$ cat src/rtl/rdis_pkg.sv
// ----------------------------------------------------------------------------
// Sampler package
// Widths, xorshift step, controller states and command/status bundles.
// ----------------------------------------------------------------------------
package rdis_pkg;

  localparam int unsigned MAX_RANGE_DEF = 64;
  localparam int unsigned TOP_W         = 7;
  localparam int unsigned OUT_W         = 6;
  localparam int unsigned GEN_W         = 32;
  localparam logic [TOP_W-1:0] RESULT_LIMIT = 7'd64;

  localparam int unsigned XS_A = 13;
  localparam int unsigned XS_B = 17;
  localparam int unsigned XS_C = 5;

  localparam int unsigned MOD_BITS  = 8;
  localparam int unsigned MOD_STEPS = GEN_W / MOD_BITS;
  localparam int unsigned MOD_CNT_W = $clog2(MOD_STEPS);

  function automatic logic [GEN_W-1:0] xs_step(input logic [GEN_W-1:0] x);
    logic [GEN_W-1:0] v;
    v = x;
    v = v ^ (v << XS_A);
    v = v ^ (v >> XS_B);
    v = v ^ (v << XS_C);
    return v;
  endfunction

  localparam logic [GEN_W-1:0] XS_INIT = xs_step(32'd1);

  typedef enum logic [3:0] {
    ST_IDLE,
    ST_FILL,
    ST_GEN,
    ST_MOD,
    ST_WRP,
    ST_WRI,
    ST_ERD,
    ST_EOUT,
    ST_NONE
  } state_e;

  typedef struct packed {
    logic load_req;
    logic clr_idx;
    logic inc_idx;
    logic fill_wr;
    logic gen_step;
    logic swap_rd;
    logic wr_p;
    logic wr_i;
    logic emit_rd;
    logic emit_out;
    logic emit_none;
  } cmd_t;

  typedef struct packed {
    logic idx_end;
    logic idx_last;
    logic n_zero;
    logic mod_busy;
    logic out_free;
  } sts_t;

endpackage

$ cat src/rtl/rdis_if.sv
// ----------------------------------------------------------------------------
// Sampler channel interfaces
// Request, result and seed write channels with valid/ready handshake.
// ----------------------------------------------------------------------------
interface rdis_req_if import rdis_pkg::*; ();
  logic             valid;
  logic             ready;
  logic [TOP_W-1:0] range_top;
  logic [TOP_W-1:0] count;

  modport source (output valid, output range_top, output count, input ready);
  modport sink (input valid, input range_top, input count, output ready);
endinterface

interface rdis_rsp_if import rdis_pkg::*; ();
  logic             valid;
  logic             ready;
  logic [OUT_W-1:0] index_value;
  logic             last;
  logic             none;

  modport source (output valid, output index_value, output last, output none, input ready);
  modport sink (input valid, input index_value, input last, input none, output ready);
endinterface

interface rdis_cfg_if import rdis_pkg::*; ();
  logic             valid;
  logic             ready;
  logic [GEN_W-1:0] data;

  modport source (output valid, output data, input ready);
  modport sink (input valid, input data, output ready);
endinterface

$ cat src/rtl/rdis_mod.sv
// ----------------------------------------------------------------------------
// Sampler remainder unit
// Restoring remainder of a 32-bit word by the range, eight bits per cycle.
// ----------------------------------------------------------------------------
module rdis_mod import rdis_pkg::*; (
  input  logic             clk_i,
  input  logic             rst_ni,
  input  logic             start_i,
  input  logic [GEN_W-1:0] dividend_i,
  input  logic [TOP_W-1:0] divisor_i,
  output logic             busy_o,
  output logic [TOP_W-1:0] rem_o
);

  localparam logic [MOD_CNT_W-1:0] CNT_LAST = MOD_CNT_W'(MOD_STEPS - 1);

  logic                 busy_q, busy_d;
  logic [MOD_CNT_W-1:0] cnt_q, cnt_d;
  logic [GEN_W-1:0]     dvd_q, dvd_w;
  logic [TOP_W-1:0]     rem_q, rem_w;
  logic [TOP_W-1:0]     div_q;
  logic [TOP_W:0]       part;

  always_comb begin
    rem_w = rem_q;
    dvd_w = dvd_q;
    part  = '0;
    for (int k = 0; k < MOD_BITS; k++) begin
      part  = {rem_w, dvd_w[GEN_W-1]};
      dvd_w = {dvd_w[GEN_W-2:0], 1'b0};
      if (part >= {1'b0, div_q}) begin
        part = part - {1'b0, div_q};
      end
      rem_w = part[TOP_W-1:0];
    end
  end

  always_comb begin
    busy_d = busy_q;
    cnt_d  = cnt_q;
    if (start_i) begin
      busy_d = 1'b1;
      cnt_d  = '0;
    end else if (busy_q) begin
      cnt_d = cnt_q + MOD_CNT_W'(1);
      if (cnt_q == CNT_LAST) begin
        busy_d = 1'b0;
      end
    end
  end

  always_ff @(posedge clk_i or negedge rst_ni) begin
    if (!rst_ni) begin
      busy_q <= 1'b0;
      cnt_q  <= '0;
    end else begin
      busy_q <= busy_d;
      cnt_q  <= cnt_d;
    end
  end

  always_ff @(posedge clk_i) begin
    if (start_i) begin
      dvd_q <= dividend_i;
      div_q <= divisor_i;
      rem_q <= '0;
    end else if (busy_q) begin
      dvd_q <= dvd_w;
      rem_q <= rem_w;
    end
  end

  assign busy_o = busy_q;
  assign rem_o  = rem_q;

endmodule

$ cat src/rtl/rdis_ctrl.sv
// ----------------------------------------------------------------------------
// Sampler controller
// Sequences fill, shuffle and emit phases of one request.
// ----------------------------------------------------------------------------
module rdis_ctrl import rdis_pkg::*; (
  input  logic clk_i,
  input  logic rst_ni,
  input  logic req_valid_i,
  output logic req_ready_o,
  input  sts_t sts_i,
  output cmd_t cmd_o
);

  state_e state_q, state_d;

  always_ff @(posedge clk_i or negedge rst_ni) begin
    if (!rst_ni) begin
      state_q <= ST_IDLE;
    end else begin
      state_q <= state_d;
    end
  end

  always_comb begin
    state_d     = state_q;
    cmd_o       = '0;
    req_ready_o = 1'b0;
    case (state_q)
      ST_IDLE: begin
        req_ready_o = 1'b1;
        if (req_valid_i) begin
          cmd_o.load_req = 1'b1;
          cmd_o.clr_idx  = 1'b1;
          state_d        = ST_FILL;
        end
      end
      ST_FILL: begin
        if (sts_i.idx_end) begin
          cmd_o.clr_idx = 1'b1;
          state_d       = ST_GEN;
        end else begin
          cmd_o.fill_wr = 1'b1;
          cmd_o.inc_idx = 1'b1;
        end
      end
      ST_GEN: begin
        if (sts_i.idx_end) begin
          cmd_o.clr_idx = 1'b1;
          state_d       = sts_i.n_zero ? ST_NONE : ST_ERD;
        end else begin
          cmd_o.gen_step = 1'b1;
          state_d        = ST_MOD;
        end
      end
      ST_MOD: begin
        if (!sts_i.mod_busy) begin
          cmd_o.swap_rd = 1'b1;
          state_d       = ST_WRP;
        end
      end
      ST_WRP: begin
        cmd_o.wr_p = 1'b1;
        state_d    = ST_WRI;
      end
      ST_WRI: begin
        cmd_o.wr_i    = 1'b1;
        cmd_o.inc_idx = 1'b1;
        state_d       = ST_GEN;
      end
      ST_ERD: begin
        cmd_o.emit_rd = 1'b1;
        state_d       = ST_EOUT;
      end
      ST_EOUT: begin
        if (sts_i.out_free) begin
          cmd_o.emit_out = 1'b1;
          cmd_o.inc_idx  = 1'b1;
          state_d        = sts_i.idx_last ? ST_IDLE : ST_ERD;
        end
      end
      ST_NONE: begin
        if (sts_i.out_free) begin
          cmd_o.emit_none = 1'b1;
          state_d         = ST_IDLE;
        end
      end
      default: begin
        state_d = ST_IDLE;
      end
    endcase
  end

endmodule

$ cat src/rtl/rdis_dp.sv
// ----------------------------------------------------------------------------
// Sampler datapath
// Generator, shuffle table, position counter and output word register.
// ----------------------------------------------------------------------------
module rdis_dp import rdis_pkg::*; #(
  parameter int unsigned MAX_RANGE = MAX_RANGE_DEF
) (
  input  logic             clk_i,
  input  logic             rst_ni,
  input  cmd_t             cmd_i,
  output sts_t             sts_o,
  input  logic [TOP_W-1:0] req_range_top_i,
  input  logic [TOP_W-1:0] req_count_i,
  input  logic             cfg_valid_i,
  input  logic [GEN_W-1:0] cfg_data_i,
  input  logic             rsp_ready_i,
  output logic             rsp_valid_o,
  output logic [OUT_W-1:0] rsp_index_value_o,
  output logic             rsp_last_o,
  output logic             rsp_none_o
);

  localparam int unsigned IDX_W   = $clog2(MAX_RANGE);
  localparam int unsigned TOP_MAX = (1 << TOP_W) - 1;
  localparam int unsigned SAT     = (MAX_RANGE > TOP_MAX) ? TOP_MAX : MAX_RANGE;
  localparam logic [TOP_W-1:0] TOP_SAT = TOP_W'(SAT);

  logic [GEN_W-1:0] gen_q, gen_d;
  logic [GEN_W-1:0] gen_nxt, gen_mag;
  logic [TOP_W-1:0] top_q, n_q, i_q;
  logic [TOP_W-1:0] top_c, cnt_c;
  logic [TOP_W-1:0] rem;
  logic             mod_busy;

  logic [IDX_W+TOP_W-1:0] i_pad, p_pad;
  logic [IDX_W-1:0]       i_idx, p_idx;
  logic [IDX_W-1:0]       tbl_mem [MAX_RANGE];
  logic [IDX_W-1:0]       rd_a_q, rd_b_q;
  logic                   wr_en;
  logic [IDX_W-1:0]       wr_addr, wr_data;
  logic [IDX_W+OUT_W-1:0] ent_pad;

  logic             rsp_valid_q;
  logic [OUT_W-1:0] rsp_index_value_q;
  logic             rsp_last_q, rsp_none_q;
  logic             out_free, idx_last;

  assign gen_nxt = xs_step(gen_q);
  assign gen_mag = gen_nxt[GEN_W-1] ? (~gen_nxt + GEN_W'(1)) : gen_nxt;

  always_comb begin
    gen_d = gen_q;
    if (cfg_valid_i) begin
      gen_d = xs_step(cfg_data_i);
    end else if (cmd_i.gen_step) begin
      gen_d = gen_nxt;
    end
  end

  always_ff @(posedge clk_i or negedge rst_ni) begin
    if (!rst_ni) begin
      gen_q <= XS_INIT;
    end else begin
      gen_q <= gen_d;
    end
  end

  rdis_mod u_mod (
    .clk_i      (clk_i),
    .rst_ni     (rst_ni),
    .start_i    (cmd_i.gen_step),
    .dividend_i (gen_mag),
    .divisor_i  (top_q),
    .busy_o     (mod_busy),
    .rem_o      (rem)
  );

  assign top_c = (req_range_top_i > TOP_SAT) ? TOP_SAT : req_range_top_i;
  assign cnt_c = (req_count_i < top_c) ? req_count_i : top_c;

  always_ff @(posedge clk_i) begin
    if (cmd_i.load_req) begin
      top_q <= top_c;
      n_q   <= (cnt_c > RESULT_LIMIT) ? RESULT_LIMIT : cnt_c;
    end
  end

  always_ff @(posedge clk_i or negedge rst_ni) begin
    if (!rst_ni) begin
      i_q <= '0;
    end else if (cmd_i.clr_idx) begin
      i_q <= '0;
    end else if (cmd_i.inc_idx) begin
      i_q <= i_q + TOP_W'(1);
    end
  end

  assign i_pad = {{IDX_W{1'b0}}, i_q};
  assign p_pad = {{IDX_W{1'b0}}, rem};
  assign i_idx = i_pad[IDX_W-1:0];
  assign p_idx = p_pad[IDX_W-1:0];

  always_comb begin
    wr_en   = cmd_i.fill_wr | cmd_i.wr_p | cmd_i.wr_i;
    wr_addr = i_idx;
    wr_data = i_idx;
    if (cmd_i.wr_p) begin
      wr_addr = p_idx;
      wr_data = rd_a_q;
    end else if (cmd_i.wr_i) begin
      wr_data = rd_b_q;
    end
  end

  always_ff @(posedge clk_i) begin
    if (wr_en) begin
      tbl_mem[wr_addr] <= wr_data;
    end
    if (cmd_i.swap_rd || cmd_i.emit_rd) begin
      rd_a_q <= tbl_mem[i_idx];
    end
    if (cmd_i.swap_rd) begin
      rd_b_q <= tbl_mem[p_idx];
    end
  end

  assign ent_pad  = {{OUT_W{1'b0}}, rd_a_q};
  assign out_free = !rsp_valid_q || rsp_ready_i;
  assign idx_last = (i_q + TOP_W'(1)) == n_q;

  always_ff @(posedge clk_i or negedge rst_ni) begin
    if (!rst_ni) begin
      rsp_valid_q <= 1'b0;
    end else if (cmd_i.emit_out || cmd_i.emit_none) begin
      rsp_valid_q <= 1'b1;
    end else if (rsp_ready_i) begin
      rsp_valid_q <= 1'b0;
    end
  end

  always_ff @(posedge clk_i) begin
    if (cmd_i.emit_out) begin
      rsp_index_value_q <= ent_pad[OUT_W-1:0];
      rsp_last_q        <= idx_last;
      rsp_none_q        <= 1'b0;
    end else if (cmd_i.emit_none) begin
      rsp_index_value_q <= '0;
      rsp_last_q        <= 1'b1;
      rsp_none_q        <= 1'b1;
    end
  end

  assign sts_o.idx_end  = (i_q == top_q);
  assign sts_o.idx_last = idx_last;
  assign sts_o.n_zero   = (n_q == '0);
  assign sts_o.mod_busy = mod_busy;
  assign sts_o.out_free = out_free;

  assign rsp_valid_o       = rsp_valid_q;
  assign rsp_index_value_o = rsp_index_value_q;
  assign rsp_last_o        = rsp_last_q;
  assign rsp_none_o        = rsp_none_q;

endmodule

$ cat src/rtl/random_distinct_index_sampler_top.sv
// ----------------------------------------------------------------------------
// Random distinct index sampler
// A request (range_top, count) fills a table with 0..top-1, where top is
// range_top saturated to MAX_RANGE, swaps each position with one picked by a
// 32-bit xorshift generator reduced modulo top, and returns the first
// min(count, top, 64) entries, the last one flagged; a zero count returns a
// single word flagged none. One request is worked at a time: the table is
// filled one entry at a time, then each swap takes one generator step, a
// remainder (eight quotient bits per cycle) and a read plus two writes on
// the table's single write port, then a table read and an output load per
// result. The user must write the seed through cfg only while the block
// is idle; the block does not enforce it. The seed is taken every cycle.
// ----------------------------------------------------------------------------
module random_distinct_index_sampler_top import rdis_pkg::*; #(
  parameter int unsigned MAX_RANGE = MAX_RANGE_DEF
) (
  input  logic       clk_i,
  input  logic       rst_ni,
  rdis_req_if.sink   req,
  rdis_rsp_if.source rsp,
  rdis_cfg_if.sink   cfg
);

  cmd_t cmd;
  sts_t sts;

  assign cfg.ready = 1'b1;

  rdis_ctrl u_ctrl (
    .clk_i       (clk_i),
    .rst_ni      (rst_ni),
    .req_valid_i (req.valid),
    .req_ready_o (req.ready),
    .sts_i       (sts),
    .cmd_o       (cmd)
  );

  rdis_dp #(
    .MAX_RANGE (MAX_RANGE)
  ) u_dp (
    .clk_i             (clk_i),
    .rst_ni            (rst_ni),
    .cmd_i             (cmd),
    .sts_o             (sts),
    .req_range_top_i   (req.range_top),
    .req_count_i       (req.count),
    .cfg_valid_i       (cfg.valid),
    .cfg_data_i        (cfg.data),
    .rsp_ready_i       (rsp.ready),
    .rsp_valid_o       (rsp.valid),
    .rsp_index_value_o (rsp.index_value),
    .rsp_last_o        (rsp.last),
    .rsp_none_o        (rsp.none)
  );

endmodule

$ cat src/flat_wrapper.sv
// flat-port wrapper written by rule: the top's interface ports become plain ports
module random_distinct_index_sampler_top_flat import rdis_pkg::*;
#(
  parameter int unsigned MAX_RANGE = MAX_RANGE_DEF
)
  (clk_i, rst_ni, req_valid, req_range_top, req_count, req_ready, rsp_valid, rsp_index_value, rsp_last, rsp_none, rsp_ready, cfg_valid, cfg_data, cfg_ready);
  rdis_req_if req_i ();
  rdis_rsp_if rsp_i ();
  rdis_cfg_if cfg_i ();
  input  logic clk_i;
  input  logic rst_ni;
  input wire logic [$bits(req_i.valid)-1:0] req_valid;
  input wire logic [$bits(req_i.range_top)-1:0] req_range_top;
  input wire logic [$bits(req_i.count)-1:0] req_count;
  output wire logic [$bits(req_i.ready)-1:0] req_ready;
  output wire logic [$bits(rsp_i.valid)-1:0] rsp_valid;
  output wire logic [$bits(rsp_i.index_value)-1:0] rsp_index_value;
  output wire logic [$bits(rsp_i.last)-1:0] rsp_last;
  output wire logic [$bits(rsp_i.none)-1:0] rsp_none;
  input wire logic [$bits(rsp_i.ready)-1:0] rsp_ready;
  input wire logic [$bits(cfg_i.valid)-1:0] cfg_valid;
  input wire logic [$bits(cfg_i.data)-1:0] cfg_data;
  output wire logic [$bits(cfg_i.ready)-1:0] cfg_ready;
  assign req_i.valid = req_valid;
  assign req_i.range_top = req_range_top;
  assign req_i.count = req_count;
  assign req_ready = req_i.ready;
  assign rsp_valid = rsp_i.valid;
  assign rsp_index_value = rsp_i.index_value;
  assign rsp_last = rsp_i.last;
  assign rsp_none = rsp_i.none;
  assign rsp_i.ready = rsp_ready;
  assign cfg_i.valid = cfg_valid;
  assign cfg_i.data = cfg_data;
  assign cfg_ready = cfg_i.ready;
  random_distinct_index_sampler_top #(.MAX_RANGE(MAX_RANGE)) u_core (.clk_i(clk_i), .rst_ni(rst_ni), .req(req_i), .rsp(rsp_i), .cfg(cfg_i));
endmodule
$ cat config.mk
export PLATFORM = sky130hd
export DESIGN_NAME = random_distinct_index_sampler_top_flat
export DESIGN_NICKNAME = d
export VERILOG_FILES = /design/src/rtl/rdis_pkg.sv /design/src/rtl/rdis_if.sv /design/src/rtl/rdis_mod.sv /design/src/rtl/rdis_ctrl.sv /design/src/rtl/rdis_dp.sv /design/src/rtl/random_distinct_index_sampler_top.sv /design/src/flat_wrapper.sv
export SDC_FILE = /design/constraint.sdc
export NUM_CORES = 1
export LEC_CHECK = 0
export ABC_CLOCK_PERIOD_IN_PS = 22700
export BUFFER_PORTS_ARGS = -buffer_cell sky130_fd_sc_hd__buf_2
export CORE_MARGIN = 2
export CORE_UTILIZATION = 50
export DETAILED_ROUTE_END_ITERATION = 16
export MAX_ROUTING_LAYER = met4
export PLACE_DENSITY_LB_ADDON = 0.3
export SLEW_MARGIN = 25
export SYNTH_ARGS = -nofsm -noshare
export SYNTH_HDL_FRONTEND = slang
export SYNTH_SLANG_ARGS = --single-unit
$ cat constraint.sdc
create_clock -name clk_i -period 22.7 [get_ports clk_i]
set_clock_uncertainty 0.15 [all_clocks]
set_input_delay 3.405 -clock clk_i [delete_from_list [all_inputs] [get_ports clk_i]]
set_output_delay 3.405 -clock clk_i [all_outputs]
set_load 0.03 [all_outputs]
# --- Word level (Yosys, flattened, before mapping) ---
# Memory sizes are Yosys's and may differ from the RTL's. A register that Yosys moved wholly into a read port is not among the register bits.
# Cells that the tools add are included.
totals:
  register_bits: 115
  ram_bits: 384
  input_bits: 51
  out_inout_bits: 11
  elab_cells: 135
  memories: 1
classes:
  addsub: 11
  order_cmp: 11
  eq_ne: 16
  muxes: 60
  n_bitwise: 9
  n_reduce_logical: 13
memory_table:
  columns: ["memory", "depth", "word_bits", "read_ports", "rd_ports_with_merged_regs", "wr", "line", "source"]
  rows:
  - ["u_core.u_dp.tbl_mem", 64, 6, 2, 2, 1, "rdis_dp.sv:37", "logic [IDX_W-1:0] tbl_mem [MAX_RANGE];"]
ops:
  columns: ["operator", "count"]
  rows:
  - ["32-bit two-way mux", 5]
  - ["32-bit XOR", 4]
  - ["7-bit two-way mux", 12]
  - ["8-bit by 7-bit >= comparator with 1-bit output", 8]
  - ["32-bit by 15-bit XOR with 32-bit output", 2]
  - ["7-bit subtractor", 8]
  - ["4-bit case mux with 9 select lines", 1]
  - ["32-bit by 1-bit adder with 32-bit output (second input constant)", 1]
  - ["32-bit NOT", 1]
  - ["6-bit two-way mux", 5]
  - ["4-bit two-way mux", 7]
  - ["1-bit two-way mux", 23]
  - ["4-bit by 3-bit equality test with 1-bit output (second input constant)", 4]
  - ["7-bit equality test", 2]
  - ["7-bit greater-than comparator (second input constant)", 2]
  - ["2-bit nonzero test", 5]
  - ["4-bit by 2-bit equality test with 1-bit output (second input constant)", 2]
  - ["2-bit two-way mux", 4]
  - ["2-bit inequality test (second input constant)", 4]
  - ["7-bit by 1-bit adder with 7-bit output (second input constant)", 1]
  - ["7-bit zero test", 1]
  - ["7-bit < comparator", 1]
  - ["5-bit AND reduction", 1]
  - ["4-bit by 1-bit equality test with 1-bit output (second input constant)", 1]
  - ["12 further kinds", 15]

# --- Longest topological paths before layout ---
logic_depth:
  word_depth: 16
  mapped_depth: 80
  mapped_depth_nobuf: 78

# --- By module ---
# From an unflattened synthesis, not the netlist that was laid out.
unflattened:
  hier_cells: 1965
  area_unflattened_um2: 29306.9
by_module_without_submodules:
  columns: ["module", "instances", "cells_each", "area_per_inst_um2", "seq_area_each_um2"]
  rows:
  - ["rdis_dp", 1, 1398, 23762.8, 13548.0]
  - ["rdis_mod", 1, 500, 5043.6, 1386.3]
  - ["rdis_ctrl", 1, 65, 489.2, 100.1]
  - ["random_distinct_index_sampler_top", 1, 2, 11.3, 0.0]

# --- Worst setup path before layout ---
# No wires, ideal clock.
synth_path:
  path_type: "register to register"
  startpoint: "reg u_core.u_dp.u_mod.div_q[1]"
  endpoint: "reg u_core.u_dp.u_mod.rem_q[0], in the netlist u_core.u_dp.u_mod.rem_o[0]"
  setup_ps: 67
  t_arrival_ps: 17213
  path_slack_ps: 5270
  stages_incl_launch_ff: 73
  n_path_buf: 2
  cell_sequence: "edfxtp_1 -> inv_1 -> fa_1 -> a211o_1 -> nand3_1 -> nor3b_4 -> buf_6 -> mux2_2 -> ha_1 -> nor2b_1 -> o31a_1 -> o311a_1 -> a2111o_1 -> nor2_4 -> mux2i_1 -> ha_1 -> nor2b_1 -> o31a_1 -> (+37 left out) -> a21boi_0 -> o21a_1 -> nor2_1 -> o21ai_0 -> a21o_1 -> a31o_2 -> a221oi_4 -> mux2i_1 -> fa_1 -> a21o_1 -> a21oi_1 -> o21bai_1 -> a21oi_1 -> o21ai_0 -> a221oi_1 -> o221ai_4 -> mux2_4 -> a21oi_2"
synth_between:
  elab_chain_len: 16
synth_rtl:
  columns: ["item", "line", "source"]
  rows:
  - ["start, declared", "rdis_mod.sv:21", "logic [TOP_W-1:0] div_q;"]
  - ["start signal, assigned", "rdis_mod.sv:65", "div_q <= divisor_i;"]
  - ["7-bit subtractor / 8-bit by 7-bit >= comparator with 1-bit output (equally long branches)", "rdis_mod.sv:32, rdis_mod.sv:31", null]
  - ["7-bit two-way mux", "rdis_mod.sv:31", "if (part >= {1'b0, div_q}) begin"]
  - ["7-bit subtractor / 8-bit by 7-bit >= comparator with 1-bit output (equally long branches)", "rdis_mod.sv:32, rdis_mod.sv:31", null]
  - ["7-bit two-way mux", "rdis_mod.sv:31", null]
  - ["7-bit subtractor / 8-bit by 7-bit >= comparator with 1-bit output (equally long branches)", "rdis_mod.sv:32, rdis_mod.sv:31", null]
  - ["7-bit two-way mux", "rdis_mod.sv:31", null]
  - ["7-bit subtractor / 8-bit by 7-bit >= comparator with 1-bit output (equally long branches)", "rdis_mod.sv:32, rdis_mod.sv:31", null]
  - ["7-bit two-way mux", "rdis_mod.sv:31", null]
  - ["7-bit subtractor / 8-bit by 7-bit >= comparator with 1-bit output (equally long branches)", "rdis_mod.sv:32, rdis_mod.sv:31", null]
  - ["7-bit two-way mux", "rdis_mod.sv:31", null]
  - ["7-bit subtractor / 8-bit by 7-bit >= comparator with 1-bit output (equally long branches)", "rdis_mod.sv:32, rdis_mod.sv:31", null]
  - ["7-bit two-way mux", "rdis_mod.sv:31", null]
  - ["8-bit by 7-bit >= comparator with 1-bit output / 7-bit subtractor (equally long branches)", "rdis_mod.sv:31, rdis_mod.sv:32", null]
  - ["7-bit two-way mux", "rdis_mod.sv:31", null]
  - ["8-bit by 7-bit >= comparator with 1-bit output (*)", "rdis_mod.sv:31", null]
  - ["7-bit two-way mux (*)", "rdis_mod.sv:31", null]
  - ["end signal, assigned", "rdis_mod.sv:69", "rem_q <= rem_w;"]
  - ["end, declared", "rdis_mod.sv:20", "logic [TOP_W-1:0] rem_q, rem_w;"]
# Every way passes the cells marked *; elsewhere a longest branch is shown, timed or not.
# A chain may end at the register's enable or synchronous reset.

# --- Worst setup path after layout ---
layout_path:
  startpoint: "reg u_core.u_dp.u_mod.div_q[1]"
  endpoint: "reg u_core.u_dp.u_mod.rem_q[3], in the netlist u_core.u_dp.u_mod.rem_o[3]"
layout_between:
  elab_chain_len: 16
layout_rtl:
  columns: ["item", "line"]
  rows:
  - ["7-bit subtractor / 8-bit by 7-bit >= comparator with 1-bit output (equally long branches)", "rdis_mod.sv:32, rdis_mod.sv:31"]
  - ["7-bit two-way mux", "rdis_mod.sv:31"]
  - ["7-bit subtractor / 8-bit by 7-bit >= comparator with 1-bit output (equally long branches)", "rdis_mod.sv:32, rdis_mod.sv:31"]
  - ["7-bit two-way mux", "rdis_mod.sv:31"]
  - ["7-bit subtractor / 8-bit by 7-bit >= comparator with 1-bit output (equally long branches)", "rdis_mod.sv:32, rdis_mod.sv:31"]
  - ["7-bit two-way mux", "rdis_mod.sv:31"]
  - ["7-bit subtractor / 8-bit by 7-bit >= comparator with 1-bit output (equally long branches)", "rdis_mod.sv:32, rdis_mod.sv:31"]
  - ["7-bit two-way mux", "rdis_mod.sv:31"]
  - ["7-bit subtractor / 8-bit by 7-bit >= comparator with 1-bit output (equally long branches)", "rdis_mod.sv:32, rdis_mod.sv:31"]
  - ["7-bit two-way mux", "rdis_mod.sv:31"]
  - ["7-bit subtractor / 8-bit by 7-bit >= comparator with 1-bit output (equally long branches)", "rdis_mod.sv:32, rdis_mod.sv:31"]
  - ["7-bit two-way mux", "rdis_mod.sv:31"]
  - ["8-bit by 7-bit >= comparator with 1-bit output / 7-bit subtractor (equally long branches)", "rdis_mod.sv:31, rdis_mod.sv:32"]
  - ["7-bit two-way mux", "rdis_mod.sv:31"]
  - ["7-bit subtractor / 8-bit by 7-bit >= comparator with 1-bit output (equally long branches)", "rdis_mod.sv:32, rdis_mod.sv:31"]
  - ["7-bit two-way mux (*)", "rdis_mod.sv:31"]
# Marked as above.

==> impl_metrics.toml <==
[routing]
avgRoutedWirePerCell_um = 26.6
drt_iter0_drc = 2157
wl_mm = 75.6
drt_pre_antenna_iters = 6
via_per_inst = 6.43
ant_nets = 0
drc = 0
via_count = 18278

[grt]
grt_util_met1 = 0.363
grt_use_total = 0.263
top_usage_layer = "met2"
grt_pass1_vias = 18073
use_met2 = 0.402
grt_max_degree = 84
antenna_found_initial = 1
grt_pass1_wl_mm = 115
gr-usage-met3 = 0.0453
gr-total-overflow = 0

[setup_path]
startpoint = "u_core.u_dp.u_mod.div_q[1]"
slowest_delay_ns = 0.71
crit_type = "reg -> reg"
setup.worst_path.end = "u_core.u_dp.u_mod.rem_o[3]"
reg2reg_depth = 70
start_kind = "flop"
r2r_slack_ns = 2.16
cp-end-kind = "flop"
critPathSlowestCell = "edfxtp_1"
critical_path_required_ns = 23.04
timing.rr.end = "u_core.u_dp.u_mod.rem_o[3]"
crit_path_max_fanout = 15
crit_path_frequent_cell = "mux2i_1"
crit_family = "compound AO/OA/AOI/OAI gates"
cp_data_arrival_time_ns = 20.88
timing.rr.start = "u_core.u_dp.u_mod.div_q[1]"
crit_buf_inv = 3
worst-path-stages = 70

[synthesis]
ys_types = 86
seq_area_frac_synth = 0.518
synth.yosys.warnings = 0
synth.ff_latch_count = 511
synth_edf_count = 456
syn_nets = 2134
async_flop_share = 0.0920
synth-main-ff-cell = "edfxtp_1"
syn_inst = 2010
syn_avg_cell_area_um2 = 14.4
syn_area_mm2 = 0.0290

[layout]
layout_common_cells = "edfxtp_1, mux4_2, nor2_1, xnor2_1, nand2_1"
area.growth.synth_to_final_pct = 9.89
nets = 2159
layout_commonest_cell = "edfxtp_1"
drive_gt1_frac = 0.227
instances_no_fill = 2841

[clocking]
htree_levels = 2
clk_pin_slew_ns = 0.07
cts_setup_buffers = 0
clock-root-buffer = "clkbuf_16"
tritoncts = "built"
clock_sinks = 511
hold_buffers = 0
numCtsBuffers = 50
cts.repair.resized = 0
cts.path.max_buffers = 3
insertion_delay_ns = 0.62

[floorplanning]
die_w_um = 245
start_util = 0.505
row_count = 88
num_io_pins = 62
die_h_um = 245
dieArea_mm2 = 0.0600
core-area_mm2 = 0.0575

[place]
dpl.cell_count = 2748
place_congestion = 0.912
numPortBuffers = 60
hpwl_mm = 51.2

[timing]
fmax_mhz = 48.7
final_max_slew_viol_count = 0
tns_ns = 0
setup_viol = 0
period_share = 0.905
rsz0062_at_grt = "false"
fin_crit_ns = 20.54
slew_headroom = 0.333
finalHoldViolCount = 0
tightestPinTransition_ns = 1.00

[min_path]
hp-class = "reg -> reg"
min-delay-start = "u_core.u_dp.top_q[5]"

[job]
cap_violations = 0

[outcome]
status = "complete, no violations"
==> cells by family after synthesis <==
family | count (synthesis) | synth area share
muxes | 327 | 0.223
adders and majority gates | 73 | 0.0336
other | 1 | 0.000129
AOI/OAI and AO/OA | 283 | 0.0640
and+or+nand+nor | 442 | 0.0723
xor gates and xnor gates | 209 | 0.0670
DFF | 511 | 0.518
buffers and inverters | 164 | 0.0221
==> final cells by class <==
cell class,instances,area (µm²)
inverters,54,203
flip-flops and latches,511,15100
well taps,765,957
clock buffers,61,1310
multi-input cells,1335,13400
fillers,4481,25600
diodes,1,2.50
repair buffers,83,480
clock inverters,31,450
==> worst min path at each step <==
stage | to | cells after the start | slack [ns]
after global routing | u_core.u_dp.u_mod.div_q[5] | 0 | 0.31
after detailed placement | u_core.u_dp.u_mod.div_q[5] | 0 | 0.31
after CTS | u_core.u_dp.u_mod.div_q[5] | 0 | 0.28
after global placement | u_core.u_dp.u_mod.div_q[5] | 0 | 0.31
after floorplan | u_core.u_dp.u_mod.div_q[0] | 0 | 0.30
final | u_core.u_dp.u_mod.div_q[5] | 0 | 0.29
==> synth_stat cells, drive strengths merged, types with 4 or more instances <==
cell type | number | area (µm²)
edfxtp | 456 | 13700
mux4 | 252 | 5680
nor2 | 159 | 604
xnor2 | 136 | 1190
nand2 | 120 | 453
o21ai | 116 | 581
clkbuf | 77 | 289
ha | 65 | 813
xor2 | 65 | 569
a21oi | 56 | 288
mux2i | 54 | 541
inv | 53 | 199
dfrtp | 43 | 1080
buf | 33 | 149
nor2b | 24 | 150
nand2b | 22 | 138
mux2 | 21 | 244
nand3 | 19 | 95.1
nor3 | 17 | 85.1
nand3b | 14 | 105
a211oi | 13 | 97.6
nand4 | 13 | 81.3
o21a | 13 | 97.6
a21o | 11 | 82.6
o31ai | 11 | 82.6
and2 | 10 | 62.6
or2 | 9 | 56.3
dfxtp | 8 | 160
fa | 8 | 160
nor3b | 8 | 76.3
nor4 | 7 | 43.8
and3 | 6 | 37.5
o211ai | 6 | 50.1
or3 | 6 | 37.5
xnor3 | 6 | 135
o31a | 5 | 43.8
a211o | 4 | 35.0
a21boi | 4 | 30.0
a31oi | 4 | 25.0
dfstp | 4 | 105
o221ai | 4 | 52.6
==> metal layers <==
metal | vias to the layer above | share of wire
met3 | 143 | 0.087
met1 | 9360 | 0.40
met2 | 864 | 0.48
li1 | 7911 | -
met4 | 0 | 0.031
met5 | - | 0
==> metrics by stage <==
| step | instance area [µm²] | hold WS, ns | setup WS (ns) | utilization |
|---|---|---|---|---|
| 2_1_floorplan | 29000 | 0.297 | 5.27 | - |
| 3_3_place_gp | 30100 | 0.314 | 2.68 | 0.524 |
| 3_5_place_dp | 30100 | 0.312 | 2.44 | 0.524 |
| 4_1_cts | 31900 | 0.280 | 2.34 | 0.554 |
| 5_1_grt | 31900 | 0.312 | 0.643 | 0.555 |
| 6_report | 31900 | 0.287 | 2.16 | 0.555 |
==> sequential cells by signal (all words and copies together), names as in the netlist, 2 cells and up <==
signal	cells
u_core.u_dp.tbl_mem	384
u_core.u_dp.gen_q	32
u_core.u_dp.u_mod.dvd_q	32
u_core.u_dp.i_q	7
u_core.u_dp.n_q	7
u_core.u_dp.top_q	7
u_core.u_dp.u_mod.div_q	7
u_core.u_dp.u_mod.rem_o	7
u_core.u_dp.rd_a_q	6
u_core.u_dp.rd_b_q	6
u_core.u_dp.rsp_index_value_o	6
u_core.u_ctrl.state_q	4
u_core.u_dp.u_mod.cnt_q	2
Power is left out: the tool's default activity adds up to more than one toggle a clock period on the data nets, which glitch-free logic cannot reach.
